==> src/pts_pkg.sv <==
// Shared types and constants for the pose trajectory segmenter.
// No dependencies; all other files but pts_ram and pts_checker import this package.
package pts_pkg;

  localparam int ID_W        = 32;
  localparam int POS_W       = 32;
  localparam int SUM_W       = 40;
  localparam int CL_W        = 7;
  localparam int SPAN_W      = 20;
  localparam int MG_W        = 16;
  localparam int CFG_IDX_W   = 3;
  localparam int CFG_DATA_W  = 20;
  localparam int MAX_RESULTS = 64;
  localparam int N_W         = 7;
  localparam int ROW_W       = ID_W + 3 * POS_W;
  localparam int DEF_BUFFER_DEPTH = 128;

  // Register indexes on the configuration port
  localparam logic [CFG_IDX_W-1:0] CFG_TRACK_CAP    = 3'd0;
  localparam logic [CFG_IDX_W-1:0] CFG_SPAN_LIMIT_X = 3'd1;
  localparam logic [CFG_IDX_W-1:0] CFG_SPAN_LIMIT_Y = 3'd2;
  localparam logic [CFG_IDX_W-1:0] CFG_SPAN_LIMIT_Z = 3'd3;
  localparam logic [CFG_IDX_W-1:0] CFG_MAX_GROUPS   = 3'd4;

  // Register reset values
  localparam logic [CL_W-1:0]   RST_TRACK_CAP    = 7'd64;
  localparam logic [SPAN_W-1:0] RST_SPAN_LIMIT_X = 20'd5000;
  localparam logic [SPAN_W-1:0] RST_SPAN_LIMIT_Y = 20'd5000;
  localparam logic [SPAN_W-1:0] RST_SPAN_LIMIT_Z = 20'd2000;
  localparam logic [MG_W-1:0]   RST_MAX_GROUPS   = 16'd100;

  typedef struct packed {
    logic [CL_W-1:0]   track_cap;
    logic [SPAN_W-1:0] span_limit_x;
    logic [SPAN_W-1:0] span_limit_y;
    logic [SPAN_W-1:0] span_limit_z;
    logic [MG_W-1:0]   max_groups;
  } cfg_t;

  // Controller to datapath
  typedef struct packed {
    logic wr;          // store incoming pose
    logic track;       // fold read pose into the running stats
    logic clr;         // clear running stats
    logic set_ov;      // remember current pose tag as overlap start
    logic start_in;    // group start tag from the incoming pose
    logic start_adv;   // group start tag from overlap or current pose
    logic sel_ov;      // with start_adv: take the overlap tag
    logic div_start;   // launch the three mean divisions
    logic load_pend;   // capture a finished group
    logic push_last;   // release the held group as last of run
  } cmd_t;

  // Datapath to controller
  typedef struct packed {
    logic span_over;
    logic span_half;
    logic div_busy;
    logic out_free;
    logic pend_valid;
  } sts_t;

  typedef struct packed {
    logic [ID_W-1:0]         start_id;
    logic [ID_W-1:0]         end_id;
    logic signed [POS_W-1:0] min_x;
    logic signed [POS_W-1:0] mean_x;
    logic signed [POS_W-1:0] max_x;
    logic signed [POS_W-1:0] min_y;
    logic signed [POS_W-1:0] mean_y;
    logic signed [POS_W-1:0] max_y;
    logic signed [POS_W-1:0] min_z;
    logic signed [POS_W-1:0] mean_z;
    logic signed [POS_W-1:0] max_z;
  } res_t;

endpackage

==> src/pts_ctrl.sv <==
// Segmenter controller: sequencer, ring pointers, counters, config registers.
// Depends on pts_pkg.
module pts_ctrl #(
  parameter int BUFFER_DEPTH = pts_pkg::DEF_BUFFER_DEPTH
) (
  input  logic                            clk,
  input  logic                            rst_n,
  input  logic                            in_valid,
  input  logic                            in_final,
  output logic                            in_ready,
  input  logic                            cfg_valid,
  input  logic [pts_pkg::CFG_IDX_W-1:0]   cfg_index,
  input  logic [pts_pkg::CFG_DATA_W-1:0]  cfg_data,
  output logic                            cfg_ready,
  input  pts_pkg::sts_t                   sts,
  output pts_pkg::cmd_t                   cmd,
  output pts_pkg::cfg_t                   cfg,
  output logic [$clog2(BUFFER_DEPTH)-1:0] wr_addr,
  output logic [$clog2(BUFFER_DEPTH)-1:0] rd_addr,
  output logic [$clog2(BUFFER_DEPTH)-1:0] tc
);
  import pts_pkg::*;
  localparam int AW    = $clog2(BUFFER_DEPTH);
  localparam int CMP_W = (AW > CL_W) ? AW : CL_W;
  localparam logic [AW-1:0] LAST_PTR = AW'(BUFFER_DEPTH - 1);

  localparam logic [2:0] S_IDLE  = 3'd0;
  localparam logic [2:0] S_READ  = 3'd1;
  localparam logic [2:0] S_TRACK = 3'd2;
  localparam logic [2:0] S_CHECK = 3'd3;
  localparam logic [2:0] S_DIV   = 3'd4;
  localparam logic [2:0] S_PEND  = 3'd5;
  localparam logic [2:0] S_ADV   = 3'd6;
  localparam logic [2:0] S_FIN   = 3'd7;

  logic [2:0]      state_r, state_nxt;
  logic [AW-1:0]   head_r, head_nxt;
  logic [AW-1:0]   q_r, q_nxt;
  logic [AW-1:0]   ov_ptr_r, ov_ptr_nxt;
  logic            ov_valid_r, ov_valid_nxt;
  logic [AW-1:0]   tc_r, tc_nxt;
  logic            have_start_r, have_start_nxt;
  logic [MG_W-1:0] ge_r, ge_nxt;
  logic [N_W-1:0]  n_r, n_nxt;
  logic            final_r, final_nxt;
  cfg_t            cfg_r;
  logic [AW-1:0]   head_inc, q_inc, gsp_sel, gsp_inc;
  logic            at_head, count_hit, closed, emit_ok;

  function automatic logic [AW-1:0] ring_next(input logic [AW-1:0] p);
    ring_next = (p == LAST_PTR) ? '0 : p + AW'(1);
  endfunction

  // configuration registers
  always_ff @(posedge clk) begin
    if (!rst_n) begin
      cfg_r.track_cap    <= RST_TRACK_CAP;
      cfg_r.span_limit_x <= RST_SPAN_LIMIT_X;
      cfg_r.span_limit_y <= RST_SPAN_LIMIT_Y;
      cfg_r.span_limit_z <= RST_SPAN_LIMIT_Z;
      cfg_r.max_groups   <= RST_MAX_GROUPS;
    end else if (cfg_valid) begin
      case (cfg_index)
        CFG_TRACK_CAP:    cfg_r.track_cap    <= cfg_data[CL_W-1:0];
        CFG_SPAN_LIMIT_X: cfg_r.span_limit_x <= cfg_data;
        CFG_SPAN_LIMIT_Y: cfg_r.span_limit_y <= cfg_data;
        CFG_SPAN_LIMIT_Z: cfg_r.span_limit_z <= cfg_data;
        CFG_MAX_GROUPS:   cfg_r.max_groups   <= cfg_data[MG_W-1:0];
        default: ;
      endcase
    end
  end
  assign cfg_ready = 1'b1;
  assign cfg       = cfg_r;

  // close decision helpers
  always_comb begin
    head_inc  = ring_next(head_r);
    q_inc     = ring_next(q_r);
    gsp_sel   = ov_valid_r ? ov_ptr_r : q_r;
    gsp_inc   = ring_next(gsp_sel);
    at_head   = (q_r == head_r);
    count_hit = (CMP_W'(tc_r) >= CMP_W'(cfg_r.track_cap)) || (tc_r >= LAST_PTR);
    closed    = (final_r && at_head) || sts.span_over || count_hit;
    emit_ok   = (ge_r < cfg_r.max_groups) && (n_r < N_W'(MAX_RESULTS));
  end

  // sequencer
  always_comb begin
    state_nxt      = state_r;
    head_nxt       = head_r;
    q_nxt          = q_r;
    ov_ptr_nxt     = ov_ptr_r;
    ov_valid_nxt   = ov_valid_r;
    tc_nxt         = tc_r;
    have_start_nxt = have_start_r;
    ge_nxt         = ge_r;
    n_nxt          = n_r;
    final_nxt      = final_r;
    cmd            = '0;
    in_ready       = 1'b0;
    case (state_r)
      S_IDLE: begin
        in_ready = 1'b1;
        if (in_valid) begin
          cmd.wr    = 1'b1;
          head_nxt  = head_inc;
          final_nxt = in_final;
          n_nxt     = '0;
          if (!have_start_r) begin
            if (in_final) begin
              ge_nxt = '0;
            end else begin
              have_start_nxt = 1'b1;
              cmd.start_in   = 1'b1;
              cmd.clr        = 1'b1;
              tc_nxt         = '0;
              ov_valid_nxt   = 1'b0;
            end
          end else begin
            q_nxt     = head_inc;
            state_nxt = S_READ;
          end
        end
      end
      S_READ: begin
        state_nxt = S_TRACK;
      end
      S_TRACK: begin
        cmd.track = 1'b1;
        tc_nxt    = tc_r + AW'(1);
        state_nxt = S_CHECK;
      end
      S_CHECK: begin
        if (!(final_r && at_head) && !ov_valid_r && sts.span_half) begin
          ov_valid_nxt = 1'b1;
          ov_ptr_nxt   = q_r;
          cmd.set_ov   = 1'b1;
        end
        if (closed) begin
          if (emit_ok) begin
            cmd.div_start = 1'b1;
            state_nxt     = S_DIV;
          end else begin
            state_nxt = S_ADV;
          end
        end else if (at_head) begin
          state_nxt = S_FIN;
        end else begin
          q_nxt     = q_inc;
          state_nxt = S_READ;
        end
      end
      S_DIV: begin
        if (!sts.div_busy) begin
          state_nxt = S_PEND;
        end
      end
      S_PEND: begin
        if (sts.out_free) begin
          cmd.load_pend = 1'b1;
          ge_nxt        = ge_r + MG_W'(1);
          n_nxt         = n_r + N_W'(1);
          state_nxt     = S_ADV;
        end
      end
      S_ADV: begin
        cmd.start_adv = 1'b1;
        cmd.sel_ov    = ov_valid_r;
        cmd.clr       = 1'b1;
        tc_nxt        = '0;
        ov_valid_nxt  = 1'b0;
        if (gsp_sel == head_r) begin
          if (final_r) begin
            have_start_nxt = 1'b0;
            ge_nxt         = '0;
          end
          state_nxt = S_FIN;
        end else begin
          q_nxt     = gsp_inc;
          state_nxt = S_READ;
        end
      end
      S_FIN: begin
        if (!sts.pend_valid) begin
          state_nxt = S_IDLE;
        end else if (sts.out_free) begin
          cmd.push_last = 1'b1;
          state_nxt     = S_IDLE;
        end
      end
      default: state_nxt = S_IDLE;
    endcase
  end

  always_ff @(posedge clk) begin
    if (!rst_n) begin
      state_r      <= S_IDLE;
      head_r       <= '0;
      q_r          <= '0;
      ov_ptr_r     <= '0;
      ov_valid_r   <= 1'b0;
      tc_r         <= '0;
      have_start_r <= 1'b0;
      ge_r         <= '0;
      n_r          <= '0;
      final_r      <= 1'b0;
    end else begin
      state_r      <= state_nxt;
      head_r       <= head_nxt;
      q_r          <= q_nxt;
      ov_ptr_r     <= ov_ptr_nxt;
      ov_valid_r   <= ov_valid_nxt;
      tc_r         <= tc_nxt;
      have_start_r <= have_start_nxt;
      ge_r         <= ge_nxt;
      n_r          <= n_nxt;
      final_r      <= final_nxt;
    end
  end

  assign wr_addr = head_inc;
  assign rd_addr = q_r;
  assign tc      = tc_r;
endmodule

==> config.mk <==
export PLATFORM = sky130hd
export DESIGN_NAME = pts_ctrl
export DESIGN_NICKNAME = d
export VERILOG_FILES = /design/src/pts_pkg.sv /design/src/pts_ctrl.sv
export SDC_FILE = /design/constraint.sdc
export NUM_CORES = 1
export LEC_CHECK = 0
export ABC_CLOCK_PERIOD_IN_PS = 2600
export BUFFER_PORTS_ARGS = -buffer_cell sky130_fd_sc_hd__buf_2
export CORE_ASPECT_RATIO = 1.25
export CORE_MARGIN = 4
export CORE_UTILIZATION = 55
export CTS_CLUSTER_SIZE = 25
export DETAILED_ROUTE_END_ITERATION = 6
export PLACE_DENSITY = 0.86
export SYNTH_ARGS = -nofsm -noshare
export SYNTH_HDL_FRONTEND = slang
export SYNTH_SLANG_ARGS = --single-unit
==> constraint.sdc <==
create_clock -name clk -period 2.6 [get_ports clk]
set_clock_uncertainty 0.15 [all_clocks]
set_input_delay 0.39 -clock clk [delete_from_list [all_inputs] [get_ports clk]]
set_output_delay 0.39 -clock clk [all_outputs]
set_load 0.02 [all_outputs]
# After elaboration in Yosys (flattened, before gate mapping)
# Index checks and enable logic that the tools add are counted.
# W data, S select, Z words.
# op_classes
n_addsub,6
order_cmp,4
n_eq_ne,30
n_mux,64
n_reduce_logical,30
# ops
operator,n
$mux W7,14
$mux W16,6
$pmux W16 S3,1
$pmux W7 S3,2
$add A7 B1 Y7 const B,5
$mux W3,9
$ne A2 B2 Y1 const B,13
$mux W1,25
$pmux W3 S8,1
$eq A7 B7 Y1 const B,3
$add A16 B1 Y16 const B,1
$lt A16 B16 Y1,1
$eq A3 B3 Y1 const B,5
$eq A7 B7 Y1,2
$pmux W7 S2,1
$reduce_and A2 Y1,7
$eq A3 B2 Y1 const B,4
$reduce_and A5 Y1,2
$reduce_bool A3 Y1,3
$reduce_and A4 Y1,2
$ge A7 B7 Y1,1
$ge A7 B7 Y1 const B,1
$lt A7 B7 Y1 const B,1
$reduce_and A7 Y1,1
other kinds (12),23
# word_totals
register_bits,140
in_bits,33
output_inout_bits,116
elab_cells,149

# Logic depth before layout (Yosys ltp)
# depth
depth_word,7
ltp_mapped,11
depth_no_buf,10

# Least setup slack after synthesis
# OpenSTA, ideal clock, no wires.
# synth_timing
path_kind,reg-to-output
startpoint,"reg cfg_r, in the netlist cfg[13]"
endpoint,out cmd[2] (netlist bit)
t_arrival_ns,2.163
required_time_ns,2.060
setup_slack_ns,-0.103
stages_incl_launch_ff,9
n_path_buf,0
path_cell_list,dfxtp_1 inv_1 ha_1 a21o_1 a21o_1 a211o_1 a31o_2 a221o_1 nor2_1
# synth_rtl
element,line_no,source
from (decl),pts_ctrl.sv:46,cfg_t cfg_r;
to (decl),pts_ctrl.sv:16,"output pts_pkg::cmd_t cmd,"

==> key figures <==
Floorplanning
  • Die area: 14,500 µm²
  • Num ports: ~150
  • Starting Density: 56.6%
  • Core Area: about 12,000 µm²
  • Die Ht: around 130 µm
  • FP Rows: 45
  • Chip width: 108 µm

Critical path
  • WP data arrival: 2.44 ns
  • Setup CP Type: flip-flop to output port
  • Crit-path slowest cell: a221o_1
  • Worst path cell trace: ha_4 > a21oi_4 > nor2_2 > a211oi_2 > o221ai_2 > a221o_1 > nor2_4 > buf_6
  • R2R Setup Slk: approximately 0.09 ns
  • CP Data Required Time: between 2 and 2.5 ns
  • Worst setup path start: ge_r[5]
  • Crit. End Element: output port
  • FF-to-FF Start: ov_valid_r
  • Critical Path Source Type: flip-flop
  • Crit path largest cell delay: around 0.46 ns
  • Max FO, Critical Path: 5

Power
  • Largest vdd supply drop: 0.541 mV
  • Power density over the cells: 595 nW/µm²
  • Reg power frac: a little over two fifths
  • Switching power share of the total: 26.3%
  • Internal power: between 3000 and 4000 µW
  • Clock share of power: 48.6%
  • Total chip power: 5330 µW
  • Leak: 0.00392 µW
  • Comb pwr share: 9.7%
  • Switching power total: roughly 1400 µW

Timing
  • Final setup violation count: 1
  • Worst-margin pin slew: 0.607 ns
  • Final Max Tran Viols: 0
  • Max Freq: 336 MHz
  • Worst Slack Setup Final: -0.375 ns
  • Final hold vios: 0
  • RSZ-0062 raised after global routing: true
  • Period minus WS final: slightly below 3 ns
  • Final cycle utilization of the critical path: 114%
  • Slew HR: 59.5%

Synthesis
  • Ys Warns: 0
  • #FFs+latches synth: 140
  • Most used DFF post-synth: dfxtp_1
  • Synth Instances: 867
  • Mapped Nets: 928
  • EDFF count, synth: 0
  • Fraction of registers with async set/reset: 0%
  • Distinct cell type count after synthesis: 61
  • Register area share after synthesis: 40.4%
  • Mapped Area: 6940 µm²
  • Syn_area_per_cell: 8.01 µm²

Layout
  • Multi-input gate area: 3930 µm²
  • Register cell area after layout: 2820 µm²
  • Fin area: between 8000 and 9000 µm²
  • Layout Nets: 1,105
  • Fillcell total: 938
  • Layout cell share with drive strength beyond 1: between 20% and 30%
  • Area growth, synth to finish: 29.0%
  • Post-route insts no fill: 1,222

Drt
  • Drt initial violations: 529
  • Final WL: between 20,000 and 25,000 µm
  • Total iterations of the first detailed-routing run: 6
  • DRC: 0
  • Vias/cell: 5.69
  • Avg WL per Cell: 17.7 µm
  • DR vias: about 7.0k
  • Final ANT Viol Nets: 0

Clock tree
  • CTS H-tree lvls: 4
  • Cts hold-fix bufs: 0
  • Clock Pin Slew Worst Setup and Hold Paths: around 0.070 ns
  • TritonCTS clock tree: done
  • Worst-Skew Late Latency: 0.42 ns
  • CTS Buffer Depth: 2
  • Clk root buf: clkbuf_16
  • Clk sinks: 140
  • CTS Buf Count: 17

Global route
  • Initial antenna violation count: 1
  • GRT Util Overall: 29.6%
  • First-pass GRT wire length: 34,000 µm
  • Grt total ovfl: 0
  • Vias in the first global route: just under 7k
  • Largest net degree at the start of global routing: 63

Placed design
  • DP Area: 8090 µm²
  • HPWL after DPL: 14,700 µm
  • GPL Wtd Cong: 0.937
  • Pre-CTS setup slack: -0.0528 ns
  • Port-buffer cells: 147
  • Post-placement cell count: 1,180

Min path
  • Hold path start: cfg_data[18]
  • Worst hold path class: input port to flip-flop

Run status
  • Failing checks: setup timing
  • Status: complete, but fails checks

Run
  • Max_cap viols: 0
worst max-delay path: cells and delay by family, from the launching register on:
family                   cells  cell delay (ns)
AND/OR/NAND/NOR              2             0.18
adder cells (fa/ha/maj)      1             0.25
AO/OA/AOI/OAI                4             1.09
buffers and inverters        1             0.12
flip-flops                   1             0.37
through the flow:
step | utilization, % | TNS (ns) | hold WS (ns)
2_1_floorplan | - | 0 | 0.297
3_3_place_gp | 65.9 | -0.0277 | 0.288
3_5_place_dp | 65.9 | -0.0528 | 0.294
4_1_cts | 71.7 | -0.312 | 0.0643
5_1_grt | 73.0 | -0.646 | 0.0815
6_report | 73.0 | -0.375 | 0.0685
power groups by stage:
stage | combinational, µW | sequential (µW) | clock (µW)
detailed placement | 483 | 2270 | 0
global placement | 478 | 2270 | 0
finish | 516 | 2220 | 2590
CTS | 497 | 2220 | 2590
floorplan | 244 | 2310 | 0
global route | 558 | 2230 | 2700
synthesized netlist by cell type, types with 9 or more instances:
| cell type | n | area, µm² |
|---|---|---|
| xor2_1 | 21 | 184 |
| mux2i_1 | 12 | 120 |
| nor2_1 | 53 | 199 |
| nand2_1 | 215 | 807 |
| o21ai_0 | 12 | 60.1 |
| a21oi_1 | 51 | 255 |
| inv_1 | 31 | 116 |
| xnor2_1 | 30 | 263 |
| ha_1 | 28 | 350 |
| a21boi_0 | 45 | 338 |
| nand3_1 | 49 | 245 |
| clkbuf_1 | 41 | 154 |
| dfxtp_1 | 140 | 2800 |
| and3_1 | 9 | 56.3 |
routing by layer:
metal / routed length, µm / up-vias / global-route usage, %
met5: 0 / - / 0
met4: 1000 / 0 / 16.1
met3: 1970 / 82 / 9.65
met2: 10700 / 390 / 49.6
met1: 7990 / 3211 / 32.8
li1: - / 3275 / -
path summary, 6_finish.rpt:
check,endpoint,cells past startpoint
setup / recovery,cmd[2],8
hold / removal,cfg[54],3
setup reg to reg,ge_r[8],8
hold reg to reg,cfg[58],2
cell usage in the layout, fill, tap and decap left out, types with 5 or more instances in the layout:
master     count
a21boi_0      45
a21o_1         6
a21oi_1       49
and2_1         6
and3_1         9
buf_2        145
buf_4         61
clkbuf_16     17
dfxtp_1      127
dfxtp_2       11
ha_1          22
inv_1         29
mux2i_1       11
nand2_1      213
nand2b_1       5
nand3_1       47
nand3b_1       5
nand4_1        7
nor2_1        50
nor3_1         7
nor4_2         7
o211ai_1       5
o21ai_0       12
o21ai_1        6
xnor2_1       29
xor2_1        21
area by class of cell:
cell class | instances | share of cell area [%]
multi-input cells | 641 | 43.9
flip-flops and latches | 140 | 31.5
repair buffers | 210 | 13.8
clock buffers | 17 | 4.75
well taps | 164 | 2.29
clock inverters | 15 | 2.25
inverters | 34 | 1.42
diodes | 1 | 0.0279
logic make-up (layout without fill, tap and decap cells):
group | count (synthesis) | in the layout | synth area share (%)
AO/OA/AOI/OAI | 155 | 155 | 14.7
multiplexers | 15 | 15 | 2.29
buffers and inverters | 86 | 276 | 5.01
flip-flops | 140 | 140 | 40.4
adder cells (fa/ha/maj) | 28 | 28 | 5.05
other | 1 | 2 | 0.0540
AND/OR/NAND/NOR | 391 | 391 | 26.1
XOR/XNOR | 51 | 51 | 6.43
state kept, by name, summed over array words and instances, names as in the netlist:
register      flops
cfg              83
ge_r             16
head_r            7
n_r               7
ov_ptr_r          7
rd_addr           7
tc                7
state_r           3
final_r           1
have_start_r      1
ov_valid_r        1
timing repair:
item,4_1_cts,5_1_grt
setup endpoints to repair,7,30
pin swaps,7,11
gates resized for setup,17,30
setup buffers,2,7
Note: power is estimated with default switching activity, not from simulation.
